[src/rtl/core/yuvrgb_pkg.sv]
package yuvrgb_pkg;

    // Register map: one 32-bit register, byte address = 4 * index
    localparam int PADDR_W = 3;
    localparam logic REG_FORMAT = 1'b0;

    // Input format codes
    typedef enum logic [1:0] {
        FMT_YUYV  = 2'd0,
        FMT_UYVY  = 2'd1,
        FMT_MONO  = 2'd2,
        FMT_CLASS = 2'd3
    } fmt_t;

    // One input item: a four-byte group
    typedef struct packed {
        logic [7:0] byte_0;
        logic [7:0] byte_1;
        logic [7:0] byte_2;
        logic [7:0] byte_3;
    } in_item_t;

    // One result item: an RGB pixel
    typedef struct packed {
        logic [7:0] red;
        logic [7:0] green;
        logic [7:0] blue;
        logic       last_pixel;
    } out_item_t;

    // One pixel request handed from the serializer to the math pipeline
    typedef struct packed {
        logic        direct;   // rgb is final, skip the YUV math
        logic [7:0]  y;
        logic [7:0]  u;
        logic [7:0]  v;
        logic [23:0] rgb;      // {r, g, b} for direct pixels
        logic        last;
    } pix_req_t;

    // Fixed point coefficients, scaled by 4096
    localparam logic signed [14:0] K_B   = 15'sd8308;
    localparam logic signed [13:0] K_R   = 14'sd4670;
    localparam logic        [12:0] K_GY  = 13'd6963;
    localparam logic signed [13:0] K_GR  = 14'sd2085;
    localparam logic signed [10:0] K_GB  = 11'sd795;
    localparam logic signed [8:0]  C_MID = 9'sd128;
    localparam logic signed [10:0] P_MAX = 11'sd255;

    // Class palette, {r, g, b}; out of range codes give black
    function automatic logic [23:0] palette_rgb(input logic [7:0] code);
        logic [23:0] rgb;
        case (code)
            8'd0:    rgb = 24'hFF0000;
            8'd1:    rgb = 24'h00FF00;
            8'd2:    rgb = 24'h0000FF;
            8'd3:    rgb = 24'h00FFFF;
            8'd4:    rgb = 24'hFF00FF;
            8'd5:    rgb = 24'hFFFF00;
            8'd6:    rgb = 24'hFFFFFF;
            default: rgb = 24'h000000;
        endcase
        return rgb;
    endfunction

endpackage

[src/rtl/core/packed_yuv_to_rgb_converter.sv]
// Packed YUV 4:2:2 / mono / class to RGB888 converter.
//
// Input channel (group_valid/group_ready/group): one four-byte item per
// handshake. In YUYV and UYVY modes an item gives two RGB pixels, the second
// flagged with last_pixel. In mono and class modes byte_0 gives one pixel.
// Output channel (pixel_valid/pixel_ready/pixel): one RGB pixel per cycle
// while pixel_ready is high. The format register sits at byte address 0 of
// the APB port; write it only while no item is in flight.
// Each accepted item waits in the serializer's holding register; its pixel
// requests then pass through the four-stage datapath, the second right behind
// the first. Throughput: one mono or class item every cycle while the receiver
// does not stall; a YUV item holds the serializer until both requests go out.
// Reset clears the format to YUYV and empties the pipeline.
// When the receiver stalls, the whole datapath holds; the input keeps
// taking items until the serializer's holding register is full.
module packed_yuv_to_rgb_converter (
    input  logic                                clk,
    input  logic                                rst_n,
    // Configuration port
    input  logic                                psel,
    input  logic                                penable,
    input  logic                                pwrite,
    input  logic [yuvrgb_pkg::PADDR_W-1:0]      paddr,
    input  logic [31:0]                         pwdata,
    output logic [31:0]                         prdata,
    output logic                                pready,
    // Input channel
    input  logic                                group_valid,
    output logic                                group_ready,
    input  yuvrgb_pkg::in_item_t                group,
    // Output channel
    output logic                                pixel_valid,
    input  logic                                pixel_ready,
    output yuvrgb_pkg::out_item_t               pixel
);

    yuvrgb_pkg::fmt_t     fmt_reg, fmt_next;
    yuvrgb_pkg::in_item_t hold_reg, hold_next;
    yuvrgb_pkg::fmt_t     hmode_reg, hmode_next;
    logic                 hvalid_reg, hvalid_next;
    logic                 phase_reg, phase_next;

    logic                 en;
    logic                 finishing;
    logic                 take;
    logic                 emit;
    logic                 cfg_wr;
    logic                 out_valid;
    yuvrgb_pkg::pix_req_t req;

    // Configuration register
    assign pready = 1'b1;
    assign cfg_wr = psel && penable && pwrite && pready &&
                    (paddr[2] == yuvrgb_pkg::REG_FORMAT);

    always_comb
    begin
        fmt_next = fmt_reg;
        if (cfg_wr)
            fmt_next = yuvrgb_pkg::fmt_t'(pwdata[1:0]);
    end

    always_comb
    begin
        if (paddr[2] == yuvrgb_pkg::REG_FORMAT)
            prdata = {30'b0, fmt_reg};
        else
            prdata = '0;
    end

    // Handshake and pipeline advance
    assign en          = !out_valid || pixel_ready;
    assign finishing   = hmode_reg[1] || phase_reg;
    assign emit        = hvalid_reg && en;
    assign group_ready = !hvalid_reg || (en && finishing);
    assign take        = group_valid && group_ready;

    // Serializer: build one pixel request per cycle from the held item while en is high
    always_comb
    begin
        req.direct = 1'b0;
        req.y      = hold_reg.byte_0;
        req.u      = hold_reg.byte_1;
        req.v      = hold_reg.byte_3;
        req.rgb    = '0;
        req.last   = finishing;
        case (hmode_reg)
            yuvrgb_pkg::FMT_YUYV:
            begin
                req.y = phase_reg ? hold_reg.byte_2 : hold_reg.byte_0;
                req.u = hold_reg.byte_1;
                req.v = hold_reg.byte_3;
            end
            yuvrgb_pkg::FMT_UYVY:
            begin
                req.y = phase_reg ? hold_reg.byte_3 : hold_reg.byte_1;
                req.u = hold_reg.byte_0;
                req.v = hold_reg.byte_2;
            end
            yuvrgb_pkg::FMT_MONO:
            begin
                req.direct = 1'b1;
                req.rgb    = {hold_reg.byte_0, hold_reg.byte_0, hold_reg.byte_0};
            end
            default:
            begin
                req.direct = 1'b1;
                req.rgb    = yuvrgb_pkg::palette_rgb(hold_reg.byte_0);
            end
        endcase
    end

    // Holding register next state
    always_comb
    begin
        hold_next   = hold_reg;
        hmode_next  = hmode_reg;
        hvalid_next = hvalid_reg;
        phase_next  = phase_reg;
        if (take)
        begin
            hold_next   = group;
            hmode_next  = fmt_reg;
            hvalid_next = 1'b1;
            phase_next  = 1'b0;
        end
        else if (emit)
        begin
            if (finishing)
                hvalid_next = 1'b0;
            else
                phase_next = 1'b1;
        end
    end

    // Control registers
    always_ff @(posedge clk or negedge rst_n)
    begin
        if (!rst_n)
        begin
            fmt_reg    <= yuvrgb_pkg::FMT_YUYV;
            hvalid_reg <= 1'b0;
            phase_reg  <= 1'b0;
            hmode_reg  <= yuvrgb_pkg::FMT_YUYV;
        end
        else
        begin
            fmt_reg    <= fmt_next;
            hvalid_reg <= hvalid_next;
            phase_reg  <= phase_next;
            hmode_reg  <= hmode_next;
        end
    end

    // Held item payload
    always_ff @(posedge clk)
    begin
        hold_reg <= hold_next;
    end

    // Color math pipeline
    yuvrgb_pipe u_pipe (
        .clk       (clk),
        .rst_n     (rst_n),
        .en        (en),
        .req_valid (hvalid_reg),
        .req       (req),
        .out_valid (out_valid),
        .out_item  (pixel)
    );

    assign pixel_valid = out_valid;

endmodule

[src/rtl/core/yuvrgb_pipe.sv]
// Four-stage YUV to RGB datapath; all stages advance together on en.
module yuvrgb_pipe (
    input  logic                 clk,
    input  logic                 rst_n,
    input  logic                 en,
    input  logic                 req_valid,
    input  yuvrgb_pkg::pix_req_t req,
    output logic                 out_valid,
    output yuvrgb_pkg::out_item_t out_item
);

    // Signed divide by 4096, truncating toward zero
    function automatic logic signed [10:0] div4096(input logic signed [23:0] x);
        logic signed [23:0] t;
        t = x[23] ? (x + 24'sd4095) : x;
        return t[22:12];
    endfunction

    // Clamp to 0..255
    function automatic logic [7:0] clamp8(input logic signed [10:0] v);
        logic [7:0] c;
        if (v[10])
            c = 8'd0;
        else if (v > yuvrgb_pkg::P_MAX)
            c = 8'hFF;
        else
            c = v[7:0];
        return c;
    endfunction

    // Valid bits
    logic v1_reg, v2_reg, v3_reg, v4_reg;

    // Stage 1: chroma products
    logic signed [21:0] pb1_reg, pr1_reg;
    logic [7:0]         y1_reg;
    logic               dir1_reg, last1_reg;
    logic [23:0]        rgb1_reg;

    // Stage 2: unclamped b and r
    logic signed [10:0] b2_reg, r2_reg;
    logic [7:0]         y2_reg;
    logic               dir2_reg, last2_reg;
    logic [23:0]        rgb2_reg;

    // Stage 3: green products
    logic [20:0]        gy3_reg;
    logic signed [20:0] gr3_reg;
    logic signed [19:0] gb3_reg;
    logic signed [10:0] b3_reg, r3_reg;
    logic               dir3_reg, last3_reg;
    logic [23:0]        rgb3_reg;

    // Stage 4: output register
    yuvrgb_pkg::out_item_t out_reg;

    logic signed [8:0]  du, dv;
    logic signed [23:0] pb_next, pr_next;
    logic signed [23:0] numb, numr, numg;
    logic signed [10:0] b_next, r_next, g_next;
    logic [20:0]        gy_next;
    logic signed [20:0] gr_next;
    logic signed [19:0] gb_next;
    yuvrgb_pkg::out_item_t out_next;

    // Stage 1 math
    always_comb
    begin
        du      = $signed({1'b0, req.u}) - yuvrgb_pkg::C_MID;
        dv      = $signed({1'b0, req.v}) - yuvrgb_pkg::C_MID;
        pb_next = du * yuvrgb_pkg::K_B;
        pr_next = dv * yuvrgb_pkg::K_R;
    end

    // Stage 2 math
    always_comb
    begin
        numb   = $signed({4'b0, y1_reg, 12'b0}) + 24'(pb1_reg);
        numr   = $signed({4'b0, y1_reg, 12'b0}) + 24'(pr1_reg);
        b_next = div4096(numb);
        r_next = div4096(numr);
    end

    // Stage 3 math
    always_comb
    begin
        gy_next = y2_reg * yuvrgb_pkg::K_GY;
        gr_next = r2_reg * yuvrgb_pkg::K_GR;
        gb_next = b2_reg * yuvrgb_pkg::K_GB;
    end

    // Stage 4 math: green sum, truncate, clamp, or pass a direct pixel
    always_comb
    begin
        numg   = $signed({3'b0, gy3_reg}) - 24'(gr3_reg) - 24'(gb3_reg);
        g_next = div4096(numg);
        if (dir3_reg)
        begin
            out_next.red   = rgb3_reg[23:16];
            out_next.green = rgb3_reg[15:8];
            out_next.blue  = rgb3_reg[7:0];
        end
        else
        begin
            out_next.red   = clamp8(r3_reg);
            out_next.green = clamp8(g_next);
            out_next.blue  = clamp8(b3_reg);
        end
        out_next.last_pixel = last3_reg;
    end

    // Valid chain
    always_ff @(posedge clk or negedge rst_n)
    begin
        if (!rst_n)
        begin
            v1_reg <= 1'b0;
            v2_reg <= 1'b0;
            v3_reg <= 1'b0;
            v4_reg <= 1'b0;
        end
        else if (en)
        begin
            v1_reg <= req_valid;
            v2_reg <= v1_reg;
            v3_reg <= v2_reg;
            v4_reg <= v3_reg;
        end
    end

    // Payload registers
    always_ff @(posedge clk)
    begin
        if (en)
        begin
            pb1_reg   <= pb_next[21:0];
            pr1_reg   <= pr_next[21:0];
            y1_reg    <= req.y;
            dir1_reg  <= req.direct;
            last1_reg <= req.last;
            rgb1_reg  <= req.rgb;

            b2_reg    <= b_next;
            r2_reg    <= r_next;
            y2_reg    <= y1_reg;
            dir2_reg  <= dir1_reg;
            last2_reg <= last1_reg;
            rgb2_reg  <= rgb1_reg;

            gy3_reg   <= gy_next;
            gr3_reg   <= gr_next;
            gb3_reg   <= gb_next;
            b3_reg    <= b2_reg;
            r3_reg    <= r2_reg;
            dir3_reg  <= dir2_reg;
            last3_reg <= last2_reg;
            rgb3_reg  <= rgb2_reg;

            out_reg   <= out_next;
        end
    end

    assign out_valid = v4_reg;
    assign out_item  = out_reg;

endmodule

[config.mk]
export PLATFORM = sky130hd
export DESIGN_NAME = packed_yuv_to_rgb_converter
export DESIGN_NICKNAME = d
export VERILOG_FILES = /design/src/rtl/core/yuvrgb_pkg.sv /design/src/rtl/core/packed_yuv_to_rgb_converter.sv /design/src/rtl/core/yuvrgb_pipe.sv
export SDC_FILE = /design/constraint.sdc
export NUM_CORES = 1
export LEC_CHECK = 0
export BUFFER_PORTS_ARGS = -buffer_cell sky130_fd_sc_hd__buf_4
export CAP_MARGIN = 10
export CORE_ASPECT_RATIO = 0.5
export CORE_UTILIZATION = 50
export CTS_CLUSTER_DIAMETER = 30
export CTS_CLUSTER_SIZE = 16
export DETAILED_ROUTE_END_ITERATION = 7
export PLACE_DENSITY = 0.76
export SYNTH_ARGS = -nofsm -noshare
export SYNTH_HDL_FRONTEND = slang
export SYNTH_SLANG_ARGS = --single-unit
[constraint.sdc]
create_clock -name clk -period 14.3 [get_ports clk]
set_input_delay 1.43 -clock clk [delete_from_list [all_inputs] [get_ports clk]]
set_output_delay 1.43 -clock clk [all_outputs]
set_load 0.03 [all_outputs]
==> flow_metrics.env, run 1 <==
export IMPL_holdCritStartpoint="u_pipe.rgb1_reg[16]"
export IMPL_min_path_cells=0
export IMPL_num_io_pins=134
export IMPL_syn_to_final_growth_pct=12.1
export IMPL_grt_pass1_wl_um=71700
export IMPL_synthesis_instances=1949
export IMPL_synth_commonest_cells="ha_1 (340), inv_1 (308), edfxtp_1 (295), fa_1 (124), nand2_1 (111)"
export IMPL_r2r_end="u_pipe.pr1_reg[20]"
export IMPL_drc=0
export IMPL_slew_viol_final=0
export IMPL_antenna_found_initial=1
export IMPL_core_area_mm2=0.0441
export IMPL_yosys_cell_types_count=82
export IMPL_synth_compound_area_share=0.0881
export IMPL_finalWirelength_um=44600
export IMPL_synth_xor_area_frac=0.0510
export IMPL_dp_cells=2587
export IMPL_maxCapViolations=0
export IMPL_synthAdderAreaFrac=0.298
export IMPL_synth_async_reset_ratio=0.0328
export IMPL_synth_top_family_by_area="adder cells"
export IMPL_die_x_um=303
export IMPL_diodes=0
export IMPL_overflow=0
export IMPL_cts_buffers=48
export IMPL_worstReg2RegStart="hmode_reg[0]"
export IMPL_dieArea_mm2=0.0462
export IMPL_grt_pass1_vias=14362
export IMPL_drive_gt1_frac=0.103
export IMPL_vias=14349
export IMPL_clk_path_buf_depth=3
export IMPL_ff_latch_area_mm2=0.00911
export IMPL_rsz0062_at_grt="false"
export IMPL_skew_ns=0.0162
export IMPL_required_ns=14.60
export IMPL_drtIter0Drc=1007
export IMPL_path_clk_slew_ns=0.06
export IMPL_synth_simple_area_share=0.0777
export IMPL_cts_num_sinks=305
export IMPL_viasPerCell=5.36
export IMPL_multi_input_area_mm2=0.0121
export IMPL_min_period_ns=6.97
export IMPL_r2r_slack_ns=7.33
export IMPL_hold_viol_final=0
export IMPL_rows=54
export IMPL_synth_edf_count=295
export IMPL_portBuffers=70
export IMPL_first_pass_iters=5
export IMPL_seq_area_frac_synth=0.402
export IMPL_netlist_area_mm2=0.0226
export IMPL_cp_end_kind="register"
export IMPL_instances_no_fill=2677
export IMPL_postRouteAntennaNets=0
export IMPL_yosys_top_cells_area="edfxtp_1 (39%), ha_1 (19%), fa_1 (11%), inv_1 (5.1%), xnor2_1 (3.3%)"
export IMPL_synth_ff_type="edfxtp_1"
export IMPL_start_util=0.513
export IMPL_slew_headroom=0.338
export IMPL_yosysWarnings=0
export IMPL_postCtsResizedCells=0
export IMPL_holdBufCountCts=0
export IMPL_finalSetupViolations=0
export IMPL_cts_tree="done"
export IMPL_worstSkewPairLatency_ns=0.55
export IMPL_hold_class="register to register"
export IMPL_whs_endpoint="u_pipe.rgb2_reg[16]"
export IMPL_critPathLaunchType="register"
export IMPL_cts_htree_levels=2
export IMPL_place_gp_congestion=0.881
export IMPL_worst_pin_slew_ns=0.993
export IMPL_post_synth_top_count_cell="ha_1"
export IMPL_die_h_um=152
export IMPL_post_cts_buffers=0
export IMPL_fin_setup_tns_ns=0
export IMPL_synth_top_area_frac=0.391
export IMPL_outcome="finished clean"
export IMPL_cp_max_fo=15
export IMPL_grt_max_degree=83
export IMPL_largest_reg_flops=32
export IMPL_period_share=0.487
export IMPL_root_buffer="clkbuf_16"
export IMPL_gr_usage_all_layers=0.196
export IMPL_nFillCells=3532
export IMPL_ys_seq_elements=305
export IMPL_muxShareOfSynthArea=0.0166
export IMPL_synth_top_area_cell="edfxtp_1"
export IMPL_fmax_ghz=0.143
export IMPL_avgSynthCellArea_um2=11.6
export IMPL_wl_per_cell_um=16.7
export IMPL_r2r_cells=22
export IMPL_crit_type="register to register"
export IMPL_dp_hpwl_um=35000
export IMPL_finalNetCount=2587
export IMPL_postLayoutCoreUtil=0.575
export IMPL_worstPathArrival_ns=7.27
critical path: stages, from the launching register on:
cell and delay, ns:
dfrtp_1 0.69, nor2b_1 0.64, buf_4 0.31, mux2_2 0.42, inv_1 0.27, ha_1 0.34, ha_1 0.30, inv_1 0.05
fa_1 0.50, fa_1 0.56, inv_1 0.05, ha_1 0.28, ha_1 0.34, a21o_1 0.19, a21oi_1 0.23, o21bai_1 0.10
a21oi_1 0.29, o21bai_1 0.12, a211oi_1 0.35, o21ai_0 0.19, a31o_2 0.26, a21oi_1 0.17, xnor2_1 0.08
cell families (layout without fill, tap and decap cells):
kind of cell,Yosys count,after routing
fa+ha+maj,464,464
buf+inv,364,475
simple gates,353,353
flops,305,305
compound gates,296,296
xor+xnor,131,131
mux,34,34
other cells,2,31
final cells by class:
| cell class | count | share of cell area |
|---|---|---|
| Inverter | 308 | 0.0456 |
| Multi-Input combinational cell | 1309 | 0.479 |
| Timing Repair Buffer | 77 | 0.0228 |
| Sequential cell | 305 | 0.359 |
| Clock buffer | 51 | 0.0486 |
| Clock inverter | 39 | 0.0164 |
| Tap cell | 588 | 0.0290 |
through the flow:
stage | setup slack (ns) | cell area [um^2] | hold WS, ns
after global placement | 7.47 | 23700 | 0.401
final | 7.33 | 25400 | 0.412
after global routing | 6.89 | 25400 | 0.417
after detailed placement | 7.39 | 23700 | 0.405
after floorplan | 3.17 | 22700 | 0.400
after CTS | 7.35 | 25400 | 0.412
cell usage in the layout (no fill, tap or decap), types with 8 or more instances in the layout:
cell / synthesis / final
nand3_1: 33 / 33
or2_2: 8 / 8
xor2_1: 45 / 45
inv_1: 308 / 308
o21ai_0: 33 / 33
and3_1: 11 / 11
a21oi_1: 92 / 92
mux2i_1: 14 / 14
nand2b_1: 14 / 13
ha_1: 340 / 340
nand2_1: 111 / 111
dfrtp_1: 10 / 10
nor3_1: 23 / 23
clkinvlp_4: 0 / 8
o22a_1: 9 / 9
nor2_1: 79 / 79
a211oi_1: 12 / 12
a21o_1: 26 / 26
nand4_1: 11 / 11
o21ai_1: 8 / 8
conb_1: 2 / 31
buf_4: 31 / 77
nor2b_1: 20 / 20
clkbuf_16: 0 / 49
xnor2_1: 85 / 85
mux2_2: 19 / 19
o31ai_1: 18 / 18
fa_1: 124 / 124
o21bai_1: 20 / 20
a31oi_1: 9 / 9
edfxtp_1: 295 / 295
o21a_1: 12 / 12
how the worst max path moves through the flow:
stage | from | end | depth (start not counted)
finish | hmode_reg[0] | u_pipe.pr1_reg[20] | 22
global route | hmode_reg[0] | u_pipe.pr1_reg[20] | 22
CTS | hmode_reg[0] | u_pipe.pb1_reg[20] | 23
detailed placement | hmode_reg[0] | u_pipe.pb1_reg[20] | 23
global placement | hmode_reg[0] | u_pipe.pr1_reg[20] | 22
floorplan | pixel_ready | group_ready | 3
per-layer routing:
layer / routed length (um) / part of all wire / GRT usage
met1: 19800 / 0.44 / 0.261
met3: 2520 / 0.056 / 0.0345
met4: 1370 / 0.031 / 0.0672
met2: 20900 / 0.47 / 0.322
met5: 13 / 0.00029 / 0
Power of run 1 is not shown: default switching activity piles up to over one toggle a cycle in this logic, so the estimate is an artifact.
==> run 2: changes to the inputs <==
- clock period: 14.3 -> 6.7 ns (I/O delays scaled with it)
==> flow_metrics.env, run 2 (synthesis results as in run 1) <==
export IMPL_outcome="finished clean"
export IMPL_worst_slack_ns=0.599
export IMPL_overflow=0
export IMPL_fin_area_mm2=0.0254
export IMPL_dp_hpwl_um=34300
export IMPL_cts_htree_levels=2
export IMPL_cp_num_buf_inv=5
export IMPL_holdCritStartpoint="group[26]"
export IMPL_cts_tree="done"
export IMPL_cp_max_fo=16
export IMPL_cts_buffers=47
export IMPL_worst_pin_slew_ns=0.921
export IMPL_die_h_um=152
export IMPL_slew_viol_final=0
export IMPL_critPathLaunchType="register"
export IMPL_fmax_ghz=0.164
export IMPL_nFillCells=3487
export IMPL_viasPerCell=5.30
export IMPL_root_buffer="clkbuf_16"
export IMPL_dieArea_mm2=0.0462
export IMPL_rows=54
export IMPL_postRouteAntennaNets=0
export IMPL_required_ns=7.00
export IMPL_worstReg2RegStart="hmode_reg[1]"
export IMPL_slowest_stage="fa_1"
export IMPL_place_gp_congestion=0.887
export IMPL_hold_class="input pin to register"
export IMPL_diodes=0
export IMPL_cp_end_kind="register"
export IMPL_hold_viol_final=0
export IMPL_critPathLaunch="hmode_reg[1]"
export IMPL_gr_usage_all_layers=0.195
export IMPL_largest_reg_flops=32
export IMPL_whs_ns=0.291
export IMPL_start_util=0.513
export IMPL_critical_path_top_delay_family="adder cells"
export IMPL_antenna_found_initial=0
export IMPL_period_share=0.911
export IMPL_drc=0
export IMPL_finalNetCount=2589
export IMPL_drtIter0Drc=864
export IMPL_core_area_mm2=0.0441
export IMPL_crit_type="register to register"
export IMPL_skew_ns=0.0198
export IMPL_finalSetupViolations=0
export IMPL_vias=14171
export IMPL_die_x_um=303
export IMPL_path_cells="nor2b_1 -> buf_4 -> mux2_2 -> ha_1 -> inv_1 -> fa_1 -> inv_1 -> ha_1 -> inv_1 -> fa_1 -> inv_1 -> ha_1 -> ha_1 -> fa_1 -> a21o_1 -> a21oi_1 -> o21bai_1 -> a21oi_1 -> o21bai_1 -> a211oi_1 -> o21ai_0 -> a31o_2 -> a21oi_1 -> xnor2_1"
export IMPL_postCtsResizedCells=0
export IMPL_portBuffers=70
export IMPL_placed_cell_area_mm2=0.0238
export IMPL_min_period_ns=6.10
export IMPL_wl_per_cell_um=16.5
export IMPL_final_common_cell="ha_1"
export IMPL_first_pass_iters=7
export IMPL_worstSkewPairLatency_ns=0.56
export IMPL_place_ws_ns=0.652
export IMPL_clk_path_buf_depth=3
export IMPL_syn_to_final_growth_pct=12.2
export IMPL_fin_setup_tns_ns=0
export IMPL_slew_headroom=0.386
export IMPL_maxCapViolations=0
export IMPL_drive_gt1_frac=0.103
export IMPL_path_clk_slew_ns=0.06
export IMPL_rsz0062_at_grt="false"
export IMPL_critPathMaxStageDelay_ns=0.53
export IMPL_num_io_pins=134
export IMPL_worstPathArrival_ns=6.40
export IMPL_grt_max_degree=161
export IMPL_final_cell_mix="ha_1 (340), inv_1 (308), edfxtp_1 (295), fa_1 (124), nand2_1 (111)"
export IMPL_cts_num_sinks=305
export IMPL_finalWirelength_um=44100
export IMPL_grt_pass1_vias=14124
export IMPL_grt_pass1_wl_um=71100
-- run 2: cell type report --
class                      instances  area (um^2)  share of cell area
multi-input combinational       1309        12100               0.478
sequential                       305         9110               0.359
clock buffer                      47         1180              0.0463
inverter                         308         1160              0.0455
tap                              588          736              0.0290
timing repair buffer              80          616              0.0242
clock inverter                    37          462              0.0182
-- run 2: timing repair --
item	4_1_cts	5_1_grt
hold buffers	1	0
endpoints found under the hold margin	10	0
buffers inserted	0	0
-- run 2: metrics by stage --
step / utilization / std cells
after floorplan: - / 1978
after global placement: 0.538 / 2589
after detailed placement: 0.538 / 2589
after CTS: 0.576 / 2674
after global routing: 0.576 / 2674
final: 0.576 / 2674
-- run 2: final timing paths --
kind | to | slack (ns) | cells after the start
max | u_pipe.pr1_reg[20] | 0.60 | 24
min | hold_reg[26] | 0.29 | 1
max reg2reg | u_pipe.pr1_reg[20] | 0.60 | 24
min reg2reg | u_pipe.rgb3_reg[23] | 0.40 | 0
max in group asynchronous | hmode_reg[0] | 6.07 | 2
min in group asynchronous | fmt_reg[0] | 0.49 | 2
-- run 2: metal layers --
| layer | track usage | wire length, um |
|---|---|---|
| met4 | 0.0567 | 1070 |
| met2 | 0.324 | 20800 |
| met3 | 0.0365 | 2210 |
| met5 | 0 | 0 |
| met1 | 0.261 | 20100 |
-- run 2: worst register-to-register path: cells and delay by family (launching register included) --
| family | cells | cell delay [ns] |
|---|---|---|
| adder cells (fa/ha/maj) | 7 | 2.53 |
| AO/OA/AOI/OAI | 9 | 1.84 |
| multiplexers | 1 | 0.46 |
| buffers and inverters | 5 | 0.44 |
| flip-flops | 1 | 0.38 |
| AND/OR/NAND/NOR | 1 | 0.12 |
| XOR/XNOR | 1 | 0.08 |
Power of run 2 is left out for the same reason.
==> run 3: changes to the inputs <==
==> constraint.sdc (replaced) <==
create_clock -name clk -period 6.7 [get_ports clk]
set_input_delay 1.34 -clock clk [delete_from_list [all_inputs] [get_ports clk]]
set_output_delay 1.34 -clock clk [all_outputs]
set_load 0.03 [all_outputs]
==> flow_metrics.env, run 3 (synthesis results as in run 1) <==
export IMPL_instances_no_fill=2675
export IMPL_path_clk_slew_ns=0.06
export IMPL_finalWirelength_um=43900
export IMPL_nFillCells=3495
export IMPL_required_ns=7.00
export IMPL_fmax_ghz=0.162
export IMPL_period_share=0.920
export IMPL_min_period_ns=6.17
export IMPL_start_util=0.513
export IMPL_critPathMaxStageDelay_ns=0.54
export IMPL_worstSkewPairLatency_ns=0.56
export IMPL_dp_cells=2589
export IMPL_finalNetCount=2587
export IMPL_num_io_pins=134
export IMPL_gr_usage_met1=0.261
export IMPL_grt_pass1_vias=14128
export IMPL_root_buffer="clkbuf_16"
export IMPL_gr_usage_all_layers=0.194
export IMPL_path_cells="nor2b_1 -> buf_4 -> mux2_2 -> ha_1 -> inv_1 -> fa_1 -> inv_1 -> ha_1 -> inv_1 -> fa_1 -> inv_1 -> ha_1 -> ha_1 -> fa_1 -> a21o_1 -> a21oi_1 -> o21bai_1 -> a21oi_1 -> o21bai_1 -> a211oi_1 -> o21ai_0 -> a31o_2 -> a21oi_1 -> xnor2_1"
export IMPL_slew_viol_final=0
export IMPL_final_cell_mix="ha_1 (340), inv_1 (308), edfxtp_1 (295), fa_1 (124), nand2_1 (111)"
export IMPL_place_gp_congestion=0.889
export IMPL_rsz0062_at_grt="false"
export IMPL_drtIter0Drc=814
export IMPL_use_met3=0.0281
export IMPL_grt_pass1_wl_um=71400
export IMPL_largest_reg_flops=32
export IMPL_drive_gt1_frac=0.103
export IMPL_place_ws_ns=0.552
export IMPL_grt_busiest_layer="met2"
export IMPL_crit_type="register to register"
export IMPL_dieArea_mm2=0.0462
export IMPL_diodes=0
export IMPL_postCtsResizedCells=0
export IMPL_worst_pin_slew_ns=0.995
export IMPL_use_met2=0.328
export IMPL_dp_hpwl_um=34400
export IMPL_viasPerCell=5.26
export IMPL_cp_end_kind="register"
export IMPL_drc=0
export IMPL_cts_htree_levels=2
export IMPL_worstPathArrival_ns=6.47
export IMPL_cts_buffers=46
export IMPL_fin_setup_tns_ns=0
export IMPL_slowest_stage="fa_1"
export IMPL_cts_num_sinks=305
export IMPL_die_x_um=303
export IMPL_antenna_found_initial=0
export IMPL_vias=14073
export IMPL_critical_path_top_delay_family="adder cells"
export IMPL_r2r_slack_ns=0.53
export IMPL_finalSetupViolations=0
export IMPL_final_common_cell="ha_1"
export IMPL_post_cts_buffers=0
export IMPL_hold_viol_final=0
export IMPL_skew_ns=0.0205
export IMPL_core_area_mm2=0.0441
export IMPL_maxCapViolations=0
export IMPL_first_pass_iters=5
export IMPL_overflow=0
export IMPL_outcome="finished clean"
export IMPL_cts_tree="done"
export IMPL_grt_max_degree=84
export IMPL_holdBufCountCts=0
export IMPL_critPathLaunchType="register"
export IMPL_worst_slack_ns=0.533
export IMPL_syn_to_final_growth_pct=11.8
export IMPL_cp_max_fo=16
export IMPL_clk_path_buf_depth=3
export IMPL_cp_num_buf_inv=5
export IMPL_portBuffers=70
export IMPL_die_h_um=152
export IMPL_slew_headroom=0.337
export IMPL_hold_class="register to register"
export IMPL_wl_per_cell_um=16.4
export IMPL_rows=54
export IMPL_postRouteAntennaNets=0
==> run 3: final timing paths <==
check	cells after the start	startpoint	to
max in group asynchronous	1	rst_n	fmt_reg[0]
min reg2reg	0	u_pipe.rgb2_reg[5]	u_pipe.rgb3_reg[5]
max	24	hmode_reg[1]	u_pipe.pr1_reg[20]
max reg2reg	24	hmode_reg[1]	u_pipe.pr1_reg[20]
min	0	u_pipe.rgb2_reg[5]	u_pipe.rgb3_reg[5]
min in group asynchronous	1	rst_n	fmt_reg[1]
==> run 3: final cells by class <==
type | instances | area, um^2 | area share
clock buffers | 49 | 1160 | 0.0459
clock inverters | 37 | 407 | 0.0161
inverters | 308 | 1160 | 0.0457
multi-input cells | 1309 | 12100 | 0.480
flip-flops and latches | 305 | 9110 | 0.360
well taps | 588 | 736 | 0.0291
repair buffers | 79 | 593 | 0.0234
==> run 3: per-stage QoR <==
stage               utilization  hold WS [ns]  instance area, um^2
detailed placement        0.538         0.405                23700
CTS                       0.574         0.409                25300
global route              0.574         0.421                25300
floorplan                     -         0.400                22700
global placement          0.538         0.401                23700
finish                    0.574         0.404                25300
==> run 3: layer usage <==
layer / up-vias / share of wire
met5: - / 0
met1: 6745 / 0.45
met3: 65 / 0.045
met4: 0 / 0.023
li1: 6952 / -
met2: 311 / 0.48
Power of run 3 is left out for the same reason.
